--- src/rtl/lcdns_pkg.sv ---
package lcdns_pkg;

  localparam int CFG_IDX_W = 3;
  localparam int BYTE_W    = 8;
  localparam int NIB_W     = 4;
  localparam int BEFORE_W  = 16;
  localparam int AFTER_W   = 13;
  localparam int STEP_W    = 4;

  // Command opcodes
  localparam logic [1:0] OP_STARTUP = 2'd0;
  localparam logic [1:0] OP_INSTR   = 2'd1;
  localparam logic [1:0] OP_CHAR    = 2'd2;

  // Configuration register indexes
  localparam logic [CFG_IDX_W-1:0] CFG_RESET_CMD    = 3'd0;
  localparam logic [CFG_IDX_W-1:0] CFG_FUNC_SET_CMD = 3'd1;
  localparam logic [CFG_IDX_W-1:0] CFG_DISP_OFF_CMD = 3'd2;
  localparam logic [CFG_IDX_W-1:0] CFG_CLEAR_CMD    = 3'd3;
  localparam logic [CFG_IDX_W-1:0] CFG_ENTRY_CMD    = 3'd4;
  localparam logic [CFG_IDX_W-1:0] CFG_DISP_ON_CMD  = 3'd5;

  localparam logic [BYTE_W-1:0] RST_RESET_CMD    = 8'h30;
  localparam logic [BYTE_W-1:0] RST_FUNC_SET_CMD = 8'h28;
  localparam logic [BYTE_W-1:0] RST_DISP_OFF_CMD = 8'h08;
  localparam logic [BYTE_W-1:0] RST_CLEAR_CMD    = 8'h01;
  localparam logic [BYTE_W-1:0] RST_ENTRY_CMD    = 8'h06;
  localparam logic [BYTE_W-1:0] RST_DISP_ON_CMD  = 8'h0C;

  localparam logic [BEFORE_W-1:0] WAIT_POWER_US  = 16'd50000;
  localparam logic [AFTER_W-1:0]  WAIT_RESET1_US = 13'd5000;
  localparam logic [AFTER_W-1:0]  WAIT_RESET_US  = 13'd125;
  localparam logic [AFTER_W-1:0]  WAIT_CMD_US    = 13'd50;
  localparam logic [AFTER_W-1:0]  WAIT_CLEAR_US  = 13'd2000;

  localparam logic [STEP_W-1:0] STARTUP_LAST = 4'd13;
  localparam logic [STEP_W-1:0] BYTE_LAST    = 4'd1;

  typedef struct packed {
    logic [1:0]        opcode;
    logic [BYTE_W-1:0] data_byte;
  } in_item_t;

  typedef struct packed {
    logic                reg_select;
    logic [NIB_W-1:0]    nibble;
    logic [BEFORE_W-1:0] wait_before_us;
    logic [AFTER_W-1:0]  wait_after_us;
    logic                last;
  } out_item_t;

  typedef enum logic [1:0] {
    KIND_STARTUP,
    KIND_INSTR,
    KIND_CHAR
  } cmd_kind_t;

  typedef struct packed {
    cmd_kind_t         kind;
    logic [BYTE_W-1:0] data_byte;
  } cmd_desc_t;

  typedef struct packed {
    logic [BYTE_W-1:0] reset_cmd;
    logic [BYTE_W-1:0] func_set_cmd;
    logic [BYTE_W-1:0] disp_off_cmd;
    logic [BYTE_W-1:0] clear_cmd;
    logic [BYTE_W-1:0] entry_cmd;
    logic [BYTE_W-1:0] disp_on_cmd;
  } cfg_regs_t;

  typedef enum logic {
    B_IDLE,
    B_RUN
  } back_state_t;

endpackage

--- src/rtl/lcdns_front.sv ---
module lcdns_front (
  input  logic                               clk,
  input  logic                               rst_n,
  input  logic                               cfg_valid,
  output logic                               cfg_ready,
  input  logic [lcdns_pkg::CFG_IDX_W-1:0]    cfg_index,
  input  logic [lcdns_pkg::BYTE_W-1:0]       cfg_data,
  input  logic                               in_push,
  output logic                               in_full,
  input  lcdns_pkg::in_item_t                in_item,
  output logic                               q_push,
  output lcdns_pkg::cmd_desc_t               q_desc,
  input  logic                               q_full,
  output lcdns_pkg::cfg_regs_t               cfg_regs
);

  lcdns_pkg::cfg_regs_t cfg_r;
  logic                 accept;
  logic                 known_op;

  assign cfg_ready = 1'b1;
  assign cfg_regs  = cfg_r;
  assign in_full   = q_full;
  assign accept    = in_push && !q_full;

  always_ff @(posedge clk) begin
    if (!rst_n) begin
      cfg_r.reset_cmd    <= lcdns_pkg::RST_RESET_CMD;
      cfg_r.func_set_cmd <= lcdns_pkg::RST_FUNC_SET_CMD;
      cfg_r.disp_off_cmd <= lcdns_pkg::RST_DISP_OFF_CMD;
      cfg_r.clear_cmd    <= lcdns_pkg::RST_CLEAR_CMD;
      cfg_r.entry_cmd    <= lcdns_pkg::RST_ENTRY_CMD;
      cfg_r.disp_on_cmd  <= lcdns_pkg::RST_DISP_ON_CMD;
    end else if (cfg_valid) begin
      case (cfg_index)
        lcdns_pkg::CFG_RESET_CMD:    cfg_r.reset_cmd    <= cfg_data;
        lcdns_pkg::CFG_FUNC_SET_CMD: cfg_r.func_set_cmd <= cfg_data;
        lcdns_pkg::CFG_DISP_OFF_CMD: cfg_r.disp_off_cmd <= cfg_data;
        lcdns_pkg::CFG_CLEAR_CMD:    cfg_r.clear_cmd    <= cfg_data;
        lcdns_pkg::CFG_ENTRY_CMD:    cfg_r.entry_cmd    <= cfg_data;
        lcdns_pkg::CFG_DISP_ON_CMD:  cfg_r.disp_on_cmd  <= cfg_data;
        default: ;
      endcase
    end
  end

  // Classify the opcode; drop the unused code
  always_comb begin
    known_op         = 1'b1;
    q_desc.kind      = lcdns_pkg::KIND_STARTUP;
    q_desc.data_byte = in_item.data_byte;
    case (in_item.opcode)
      lcdns_pkg::OP_STARTUP: q_desc.kind = lcdns_pkg::KIND_STARTUP;
      lcdns_pkg::OP_INSTR:   q_desc.kind = lcdns_pkg::KIND_INSTR;
      lcdns_pkg::OP_CHAR:    q_desc.kind = lcdns_pkg::KIND_CHAR;
      default:               known_op    = 1'b0;
    endcase
  end

  assign q_push = accept && known_op;

endmodule

--- src/rtl/lcdns_cmd_fifo.sv ---
module lcdns_cmd_fifo #(
  parameter int DEPTH = 2
) (
  input  logic                 clk,
  input  logic                 rst_n,
  input  logic                 push,
  input  lcdns_pkg::cmd_desc_t wr_data,
  output logic                 full,
  input  logic                 pop,
  output lcdns_pkg::cmd_desc_t rd_data,
  output logic                 empty
);

  localparam int AW = (DEPTH > 1) ? $clog2(DEPTH) : 1;
  localparam int CW = $clog2(DEPTH + 1);
  localparam logic [AW-1:0] LAST_PTR = AW'(DEPTH - 1);

  lcdns_pkg::cmd_desc_t mem_r [DEPTH];
  logic [AW-1:0]        wr_ptr_r, rd_ptr_r;
  logic [CW-1:0]        count_r;
  logic                 do_push, do_pop;

  assign full    = (count_r == CW'(DEPTH));
  assign empty   = (count_r == '0);
  assign do_push = push && !full;
  assign do_pop  = pop && !empty;
  assign rd_data = mem_r[rd_ptr_r];

  always_ff @(posedge clk) begin
    if (do_push) begin
      mem_r[wr_ptr_r] <= wr_data;
    end
  end

  always_ff @(posedge clk) begin
    if (!rst_n) begin
      wr_ptr_r <= '0;
      rd_ptr_r <= '0;
      count_r  <= '0;
    end else begin
      if (do_push) begin
        wr_ptr_r <= (wr_ptr_r == LAST_PTR) ? '0 : wr_ptr_r + AW'(1);
      end
      if (do_pop) begin
        rd_ptr_r <= (rd_ptr_r == LAST_PTR) ? '0 : rd_ptr_r + AW'(1);
      end
      case ({do_push, do_pop})
        2'b10:   count_r <= count_r + CW'(1);
        2'b01:   count_r <= count_r - CW'(1);
        default: count_r <= count_r;
      endcase
    end
  end

endmodule

--- src/rtl/lcdns_back.sv ---
module lcdns_back (
  input  logic                 clk,
  input  logic                 rst_n,
  input  lcdns_pkg::cfg_regs_t cfg_regs,
  input  lcdns_pkg::cmd_desc_t q_desc,
  input  logic                 q_empty,
  output logic                 q_pop,
  output logic                 out_empty,
  input  logic                 out_pop,
  output lcdns_pkg::out_item_t out_item
);

  lcdns_pkg::back_state_t          state_r, state_nxt;
  logic [lcdns_pkg::STEP_W-1:0]    step_r, step_nxt;
  lcdns_pkg::cmd_desc_t            desc_r;
  logic                            out_valid_r, out_valid_nxt;
  lcdns_pkg::out_item_t            out_item_r;
  lcdns_pkg::out_item_t            strobe;
  logic                            adv;
  logic [lcdns_pkg::BYTE_W-1:0]    sel_byte;

  assign out_empty = !out_valid_r;
  assign out_item  = out_item_r;

  // Strobe for the current step
  always_comb begin
    strobe.reg_select     = 1'b0;
    strobe.nibble         = '0;
    strobe.wait_before_us = '0;
    strobe.wait_after_us  = '0;
    strobe.last           = 1'b0;
    sel_byte              = desc_r.data_byte;
    case (desc_r.kind)
      lcdns_pkg::KIND_STARTUP: begin
        case (step_r[3:1])
          3'd2:    sel_byte = cfg_regs.func_set_cmd;
          3'd3:    sel_byte = cfg_regs.disp_off_cmd;
          3'd4:    sel_byte = cfg_regs.clear_cmd;
          3'd5:    sel_byte = cfg_regs.entry_cmd;
          default: sel_byte = cfg_regs.disp_on_cmd;
        endcase
        case (step_r)
          4'd0: begin
            strobe.nibble         = cfg_regs.reset_cmd[7:4];
            strobe.wait_before_us = lcdns_pkg::WAIT_POWER_US;
            strobe.wait_after_us  = lcdns_pkg::WAIT_RESET1_US;
          end
          4'd1, 4'd2: begin
            strobe.nibble        = cfg_regs.reset_cmd[7:4];
            strobe.wait_after_us = lcdns_pkg::WAIT_RESET_US;
          end
          4'd3: begin
            strobe.nibble        = cfg_regs.func_set_cmd[7:4];
            strobe.wait_after_us = lcdns_pkg::WAIT_CMD_US;
          end
          default: begin
            if (step_r[0]) begin
              strobe.nibble        = sel_byte[3:0];
              strobe.wait_after_us = (step_r[3:1] == 3'd4) ? lcdns_pkg::WAIT_CLEAR_US
                                                            : lcdns_pkg::WAIT_CMD_US;
            end else begin
              strobe.nibble = sel_byte[7:4];
            end
          end
        endcase
        strobe.last = (step_r == lcdns_pkg::STARTUP_LAST);
      end
      default: begin
        strobe.reg_select = (desc_r.kind == lcdns_pkg::KIND_CHAR);
        if (step_r[0]) begin
          strobe.nibble = desc_r.data_byte[3:0];
          if (desc_r.kind == lcdns_pkg::KIND_CHAR) begin
            strobe.wait_after_us = lcdns_pkg::WAIT_CMD_US;
          end
        end else begin
          strobe.nibble = desc_r.data_byte[7:4];
        end
        strobe.last = (step_r == lcdns_pkg::BYTE_LAST);
      end
    endcase
  end

  always_comb begin
    state_nxt     = state_r;
    step_nxt      = step_r;
    q_pop         = 1'b0;
    adv           = 1'b0;
    out_valid_nxt = out_valid_r && !out_pop;
    case (state_r)
      lcdns_pkg::B_IDLE: begin
        if (!q_empty) begin
          q_pop     = 1'b1;
          step_nxt  = '0;
          state_nxt = lcdns_pkg::B_RUN;
        end
      end
      lcdns_pkg::B_RUN: begin
        if (!out_valid_r || out_pop) begin
          adv           = 1'b1;
          out_valid_nxt = 1'b1;
          step_nxt      = step_r + lcdns_pkg::STEP_W'(1);
          if (strobe.last) begin
            state_nxt = lcdns_pkg::B_IDLE;
          end
        end
      end
      default: state_nxt = lcdns_pkg::B_IDLE;
    endcase
  end

  always_ff @(posedge clk) begin
    if (!rst_n) begin
      state_r     <= lcdns_pkg::B_IDLE;
      out_valid_r <= 1'b0;
      step_r      <= '0;
    end else begin
      state_r     <= state_nxt;
      out_valid_r <= out_valid_nxt;
      step_r      <= step_nxt;
    end
  end

  always_ff @(posedge clk) begin
    if (q_pop) begin
      desc_r <= q_desc;
    end
    if (adv) begin
      out_item_r <= strobe;
    end
  end

endmodule

--- src/rtl/char_lcd_nibble_sequencer_top.sv ---
// A command passes the queue and the sequencer's descriptor register, loaded when the
//   previous run ends. Start-up is a run of 14 strobes, a byte command one per nibble; the
//   step counter emits one strobe per cycle while the result register is empty or popped.
// The front side keeps taking commands into a CMD_QUEUE_DEPTH-entry queue meanwhile.
// Reset: synchronous, active low; clears queue, sequencer and result valid flag and
//   restores the configuration registers to their power-on command bytes.
module char_lcd_nibble_sequencer_top #(
  parameter int CMD_QUEUE_DEPTH = 2
) (
  input  logic                               clk,
  input  logic                               rst_n,
  // configuration write channel
  input  logic                               cfg_valid,
  output logic                               cfg_ready,
  input  logic [lcdns_pkg::CFG_IDX_W-1:0]    cfg_index,
  input  logic [lcdns_pkg::BYTE_W-1:0]       cfg_data,
  // command input, queue style
  input  logic                               in_push,
  output logic                               in_full,
  input  lcdns_pkg::in_item_t                in_item,
  // strobe output, queue style
  output logic                               out_empty,
  input  logic                               out_pop,
  output lcdns_pkg::out_item_t               out_item
);

  // Front to queue
  logic                 q_push, q_full;
  lcdns_pkg::cmd_desc_t q_wr_desc;
  // Queue to back
  logic                 q_pop, q_empty;
  lcdns_pkg::cmd_desc_t q_rd_desc;
  lcdns_pkg::cfg_regs_t cfg_regs;

  // Hold the configuration, classify each command transfer and drop the unused opcode.
  lcdns_front u_front (
    .clk       (clk),
    .rst_n     (rst_n),
    .cfg_valid (cfg_valid),
    .cfg_ready (cfg_ready),
    .cfg_index (cfg_index),
    .cfg_data  (cfg_data),
    .in_push   (in_push),
    .in_full   (in_full),
    .in_item   (in_item),
    .q_push    (q_push),
    .q_desc    (q_wr_desc),
    .q_full    (q_full),
    .cfg_regs  (cfg_regs)
  );

  // Decouple the two sides so each can stall on its own.
  lcdns_cmd_fifo #(
    .DEPTH (CMD_QUEUE_DEPTH)
  ) u_cmd_fifo (
    .clk     (clk),
    .rst_n   (rst_n),
    .push    (q_push),
    .wr_data (q_wr_desc),
    .full    (q_full),
    .pop     (q_pop),
    .rd_data (q_rd_desc),
    .empty   (q_empty)
  );

  // Walk each command's strobe run into the result register; advance when it is empty or popped.
  lcdns_back u_back (
    .clk       (clk),
    .rst_n     (rst_n),
    .cfg_regs  (cfg_regs),
    .q_desc    (q_rd_desc),
    .q_empty   (q_empty),
    .q_pop     (q_pop),
    .out_empty (out_empty),
    .out_pop   (out_pop),
    .out_item  (out_item)
  );

endmodule
--- config.mk ---
export PLATFORM = sky130hd
export DESIGN_NAME = char_lcd_nibble_sequencer_top
export DESIGN_NICKNAME = d
export VERILOG_FILES = /design/src/rtl/lcdns_pkg.sv /design/src/rtl/lcdns_front.sv /design/src/rtl/lcdns_cmd_fifo.sv /design/src/rtl/lcdns_back.sv /design/src/rtl/char_lcd_nibble_sequencer_top.sv
export SDC_FILE = /design/constraint.sdc
export NUM_CORES = 1
export LEC_CHECK = 0
export ABC_AREA = 1
export BUFFER_PORTS_ARGS = -buffer_cell sky130_fd_sc_hd__buf_2
export CAP_MARGIN = 20
export CELL_PAD_IN_SITES_DETAIL_PLACEMENT = 1
export CELL_PAD_IN_SITES_GLOBAL_PLACEMENT = 1
export CORE_UTILIZATION = 45
export DETAILED_ROUTE_END_ITERATION = 12
export PLACE_DENSITY_LB_ADDON = 0.1
export SLEW_MARGIN = 0
export SYNTH_ARGS = -nofsm -noshare
export SYNTH_HDL_FRONTEND = slang
export SYNTH_HIERARCHICAL = 1
export SYNTH_SLANG_ARGS = --single-unit
export TNS_END_PERCENT = 50
--- constraint.sdc ---
create_clock -name clk -period 4.1 [get_ports clk]
set_input_delay 0.205 -clock clk [delete_from_list [all_inputs] [get_ports clk]]
set_output_delay 0.205 -clock clk [all_outputs]
set_load 0.01 [all_outputs]
# Word-level counts from Yosys, hierarchy flattened
# Memories as Yosys holds them, arrays and structs flattened. A register that Yosys moved wholly into a read port is not among the register bits.
# Cells that the tools add are included.
# word_totals
reg_bits	93
ramBits	20
input_bits	26
word_cells	102
n_memories	1
# mem_list
memory	words	word_bits	read_ports	rd_ports_with_merged_regs	wr	line_no	rtl
u_cmd_fifo.mem_r	2	10	1	1	1	lcdns_cmd_fifo.sv:18	lcdns_pkg::cmd_desc_t mem_r [DEPTH];
# op_classes
n_addsub	5
eq_ne	21
mux	31
n_bitwise	1
reduce_logical	26
# ops
cell	count
one-hot mux 13 bit (3 select lines)	1
one-hot mux 8 bit (4 select lines)	1
two-way mux 13 bit	2
two-way mux 4 bit	5
two-way mux 16 bit	1
one-hot mux 4 bit (2 select lines)	2
two-way mux 14 bit	1
AND reduction 2 bit	7
two-way mux 1 bit	13
equality test 3 x 2 -> 1 bit, second input constant	4
equality test 3 bit, second input constant	4
two-way mux 11 bit	1
equality test 2 bit, second input constant	4
equality test 4 x 2 -> 1 bit, second input constant	2
one-hot mux 2 bit (2 select lines)	2
logical NOT 2 bit	3
two-way mux 6 bit	1
OR reduction 3 bit	2
logical AND 1 bit	5
adder 4 x 1 -> 4 bit, second input constant	1
equality test 2 x 1 -> 1 bit, second input constant	2
equality test 4 x 1 -> 1 bit, second input constant	1
equality test 4 bit, second input constant	1
logical NOT 1 bit	4
other kinds (12)	14

# Longest topological paths before layout
# depth
word_depth	8
depth_mapped	12
depth_no_buf	12

# Hierarchy
# Netlist, hierarchy kept.
# by_module_without_submodules
module	n_inst	cells_per_inst	area_per_inst_um2
lcdns_back	1	234	2067.0
lcdns_front	1	293	2044.5
lcdns_cmd_fifo	1	71	982.2

# Worst setup path after synthesis
# Ideal clock, no wire load.
# synth_timing
kind	flip-flop to flip-flop
from	register u_cmd_fifo.count_r[0]
to	register u_cmd_fifo.count_r[1]
arrival_time_ns	2.006
required_ns	4.036
setup_slack_ns	2.030
path_stages_with_launch	13
path_buffers	0
path_cell_list	dfxtp_1 -> inv_2 -> nand2_2 -> inv_2 -> nor2_1 -> inv_1 -> nor2_4 -> ha_1 -> inv_1 -> nand2_1 -> nor2_1 -> nor2_1 -> nor2_1
# synth_lines
element	line_no	rtl
start, declared	lcdns_cmd_fifo.sv:20	logic [CW-1:0] count_r;
start signal, assigned	lcdns_cmd_fifo.sv:48	2'b10: count_r <= count_r + CW'(1);
start signal, assigned	lcdns_cmd_fifo.sv:49	2'b01: count_r <= count_r - CW'(1);
start signal, assigned	lcdns_cmd_fifo.sv:50	default: count_r <= count_r;
logical NOT 2 bit *	lcdns_cmd_fifo.sv:24	assign empty = (count_r == '0);
net q_empty	char_lcd_nibble_sequencer_top.sv:31	logic q_pop, q_empty;
two-way mux 1 bit *	lcdns_back.sv:91	if (!q_empty) begin
two-way mux 1 bit *	lcdns_back.sv:89	case (state_r)
net q_pop	char_lcd_nibble_sequencer_top.sv:31	
logical AND 1 bit *	lcdns_cmd_fifo.sv:26	assign do_pop = pop && !empty;
net u_cmd_fifo.do_pop	lcdns_cmd_fifo.sv:21	logic do_push, do_pop;
equality test 2 x 1 -> 1 bit / equality test 2 bit (equally long branches)	lcdns_cmd_fifo.sv:47	case ({do_push, do_pop})
one-hot mux 2 bit (2 select lines) / nonzero test 2 bit (equally long branches)	--	
# The timed path passes the listed nets; every way through them passes the cells marked *.
# A chain may end at the register's enable or synchronous reset.

==> key figures <==
Die
  • Std cell rows: 37
  • Core ar.: 10500 um^2
  • Effective utilization at floorplan: 0.471
  • Top-Level Pins: 64
  • Die area: 11400 um^2
  • Die width: 107 um
  • Die Span Y: 107 um

Global route
  • Residual overflow from global routing: 0
  • First-pass GRT wire length: 20000 um
  • Met1 Resource Use GR: 0.325
  • Met3 Track Usage GR: 0.0292
  • Top Usage Layer GRT: met2
  • Global routing usage on met2: 0.366
  • Largest net degree at the start of global routing: 52
  • Initial antenna violation count: 0
  • All-Layer GR Usage: 0.233
  • Via count of the first global-routing pass: 3843

Place
  • Weighted congestion reported at the end of routability-driven placement: 0.854
  • Port bufs: 51
  • Hpwl dp: 9070 um

Clocking
  • # Post-CTS Setup Buffers: 0
  • Clock Pin Slew Worst Setup and Hold Paths: 110 ps
  • Clock latency reported for the late side of the worst-skew pair: 380 ps
  • Number of resized instances in the post-cts repair step: 0
  • Clock buffers created by TritonCTS: 9
  • Count of hold buffers inserted by post-cts repair: 5
  • CTS HTree Levels: 3
  • Number of clock sinks: 101
  • Root cell of the clock tree: clkbuf_8
  • Clock Path Buffers: 2
  • TritonCTS clock tree: built

Timing
  • Upper clock frequency limit: 0.397 GHz
  • Endpoints failing hold: 0
  • Final Setup Violations: 0
  • Worst hold margin: 9.54 ps
  • Worst relative slew slack: 0.358
  • Sum of negative setup slack: 0 ps
  • RSZ-0062 raised after global routing: no
  • Worst clock skew: 13.3 ps
  • Fin crit share: 0.614
  • Actual slew at the worst max-slew pin: 963 ps
  • Final worst path period need: 2520 ps
  • Total count of max-transition violations in the final report: 0

Setup path
  • Flop-to-flop setup slack: 1580 ps
  • Required time reported for the critical path endpoint: 4250 ps
  • Critical Path Start Type: flip-flop
  • Worst Reg-to-Reg Cells: 7
  • Kind of critical path: reg2reg
  • Worst R2R Start: u_back/step_r[2]
  • R2r endpoint: u_back/out_item[31]
  • Data arrival time of the critical path: 2670 ps
  • Critical path capture point type: flip-flop
  • Worst-path maximum fanout: 21

Finish
  • Layout cell share with drive strength beyond 1: 0.182
  • Nets: 639
  • FILL cells: 1295
  • N_diodes: 0
  • Area added between synthesis and finish: 6.98%

Route
  • Total number of vias: 3866
  • Length of the first detailed-routing pass in iterations: 5
  • Starting DRC count in detailed routing: 118
  • Remaining antenna violation count after routing: 0
  • Detailed Route WL: 12300 um
  • Average vias per placed instance: 5.18
  • Routed wirelength normalized by instance count: 16.4 um
  • Residual DRC count: 0

Min path
  • Number of cells traversed by the worst hold path: 1
  • Min-Delay Startpoint: in_item[1]
  • Endpoint with the worst hold slack: u_cmd_fifo/mem_r[0][1]
  • Worst hold path class: in2reg

Synthesis
  • Synthesis warning total: 6
  • Syn Inst Count: 578
  • Syn_area_per_cell: 8.56 um^2
  • Summed instance area of the synthesized netlist: 4950 um^2

Pwr
  • Power Dens Cells: 512 nW/um^2
  • Leakage power: 2.22 nW
  • Maximum ir drop on the vdd rail: 0.000284 V

Outcome
  • Run status: complete, no violations

Run
  • Reported max-cap violation count: 0
## worst max-delay path, stage by stage (launching register included)
cell and delay [ps]:
dfxtp_1 920, inv_2 200, ha_1 600, o21ai_0 180
o21bai_1 200, nand2_1 70, nand2_1 60, nand2_1 60
## worst max path at each step
stage,start,end,cells past startpoint
floorplan,u_cmd_fifo/count_r[0],u_cmd_fifo/count_r[1],12
global placement,u_back/step_r[2],u_back/out_item[31],7
detailed placement,u_back/step_r[2],u_back/out_item[31],7
CTS,u_back/step_r[2],u_back/out_item[31],7
global route,u_back/step_r[2],u_back/out_item[31],7
finish,u_back/step_r[2],u_back/out_item[31],7
## through the flow
step	power [mW]	instances	utilization	setup slack, ps	area, um^2
after global routing	2.87	747	0.504	1390	5290
final	2.71	747	0.504	1580	5290
after detailed placement	2.06	726	0.479	1630	5040
after floorplan	1.87	588	-	2030	4990
after CTS	2.73	747	0.504	1630	5290
after global placement	2.03	726	0.479	1810	5040
## metal layers
metal / vias up / wire length (um)
met5: - / 0
met3: 15 / 527
met2: 91 / 5740
met1: 1838 / 5760
li1: 1922 / -
met4: 0 / 229
## registers in the layout (all words and copies together) (netlist names), named ones only
signal               cells
u_front/cfg_regs        44
u_cmd_fifo/mem_r        20
u_back/out_item         16
u_back/desc_r           10
u_back/step_r            4
u_cmd_fifo/count_r       2
u_back/out_valid_r       1
u_back/state_r           1
u_cmd_fifo/rd_ptr_r      1
u_cmd_fifo/wr_ptr_r      1
## power by group
part / switching [mW] / internal [mW] / leakage [nW]
logic: 0.447 / 0.228 / 1.24
registers: 0.105 / 1.26 / 0.880
clock network: 0.372 / 0.292 / 0.101
total: 0.924 / 1.79 / 2.22
## final cells by class
type                    count  area (um^2)  area share
flip-flops and latches    101         2480       0.469
multi-input cells         388         1930       0.364
repair buffers             58          320      0.0605
inverters                  48          188      0.0355
well taps                 136          170      0.0321
clock buffers               9          124      0.0234
clock inverters             7         81.3      0.0154
## cells in the final DEF, fill, tap and decap left out, types with 10 or more instances in the layout
cell type	n
nor2_1	99
o21ai_0	12
conb_1	12
mux2_2	10
inv_2	11
dfxtp_1	55
edfxtp_1	46
nand2_1	109
buf_2	51
inv_1	35
nand3_1	67
nand4_1	21
Note: power is estimated with default switching activity, not from simulation.
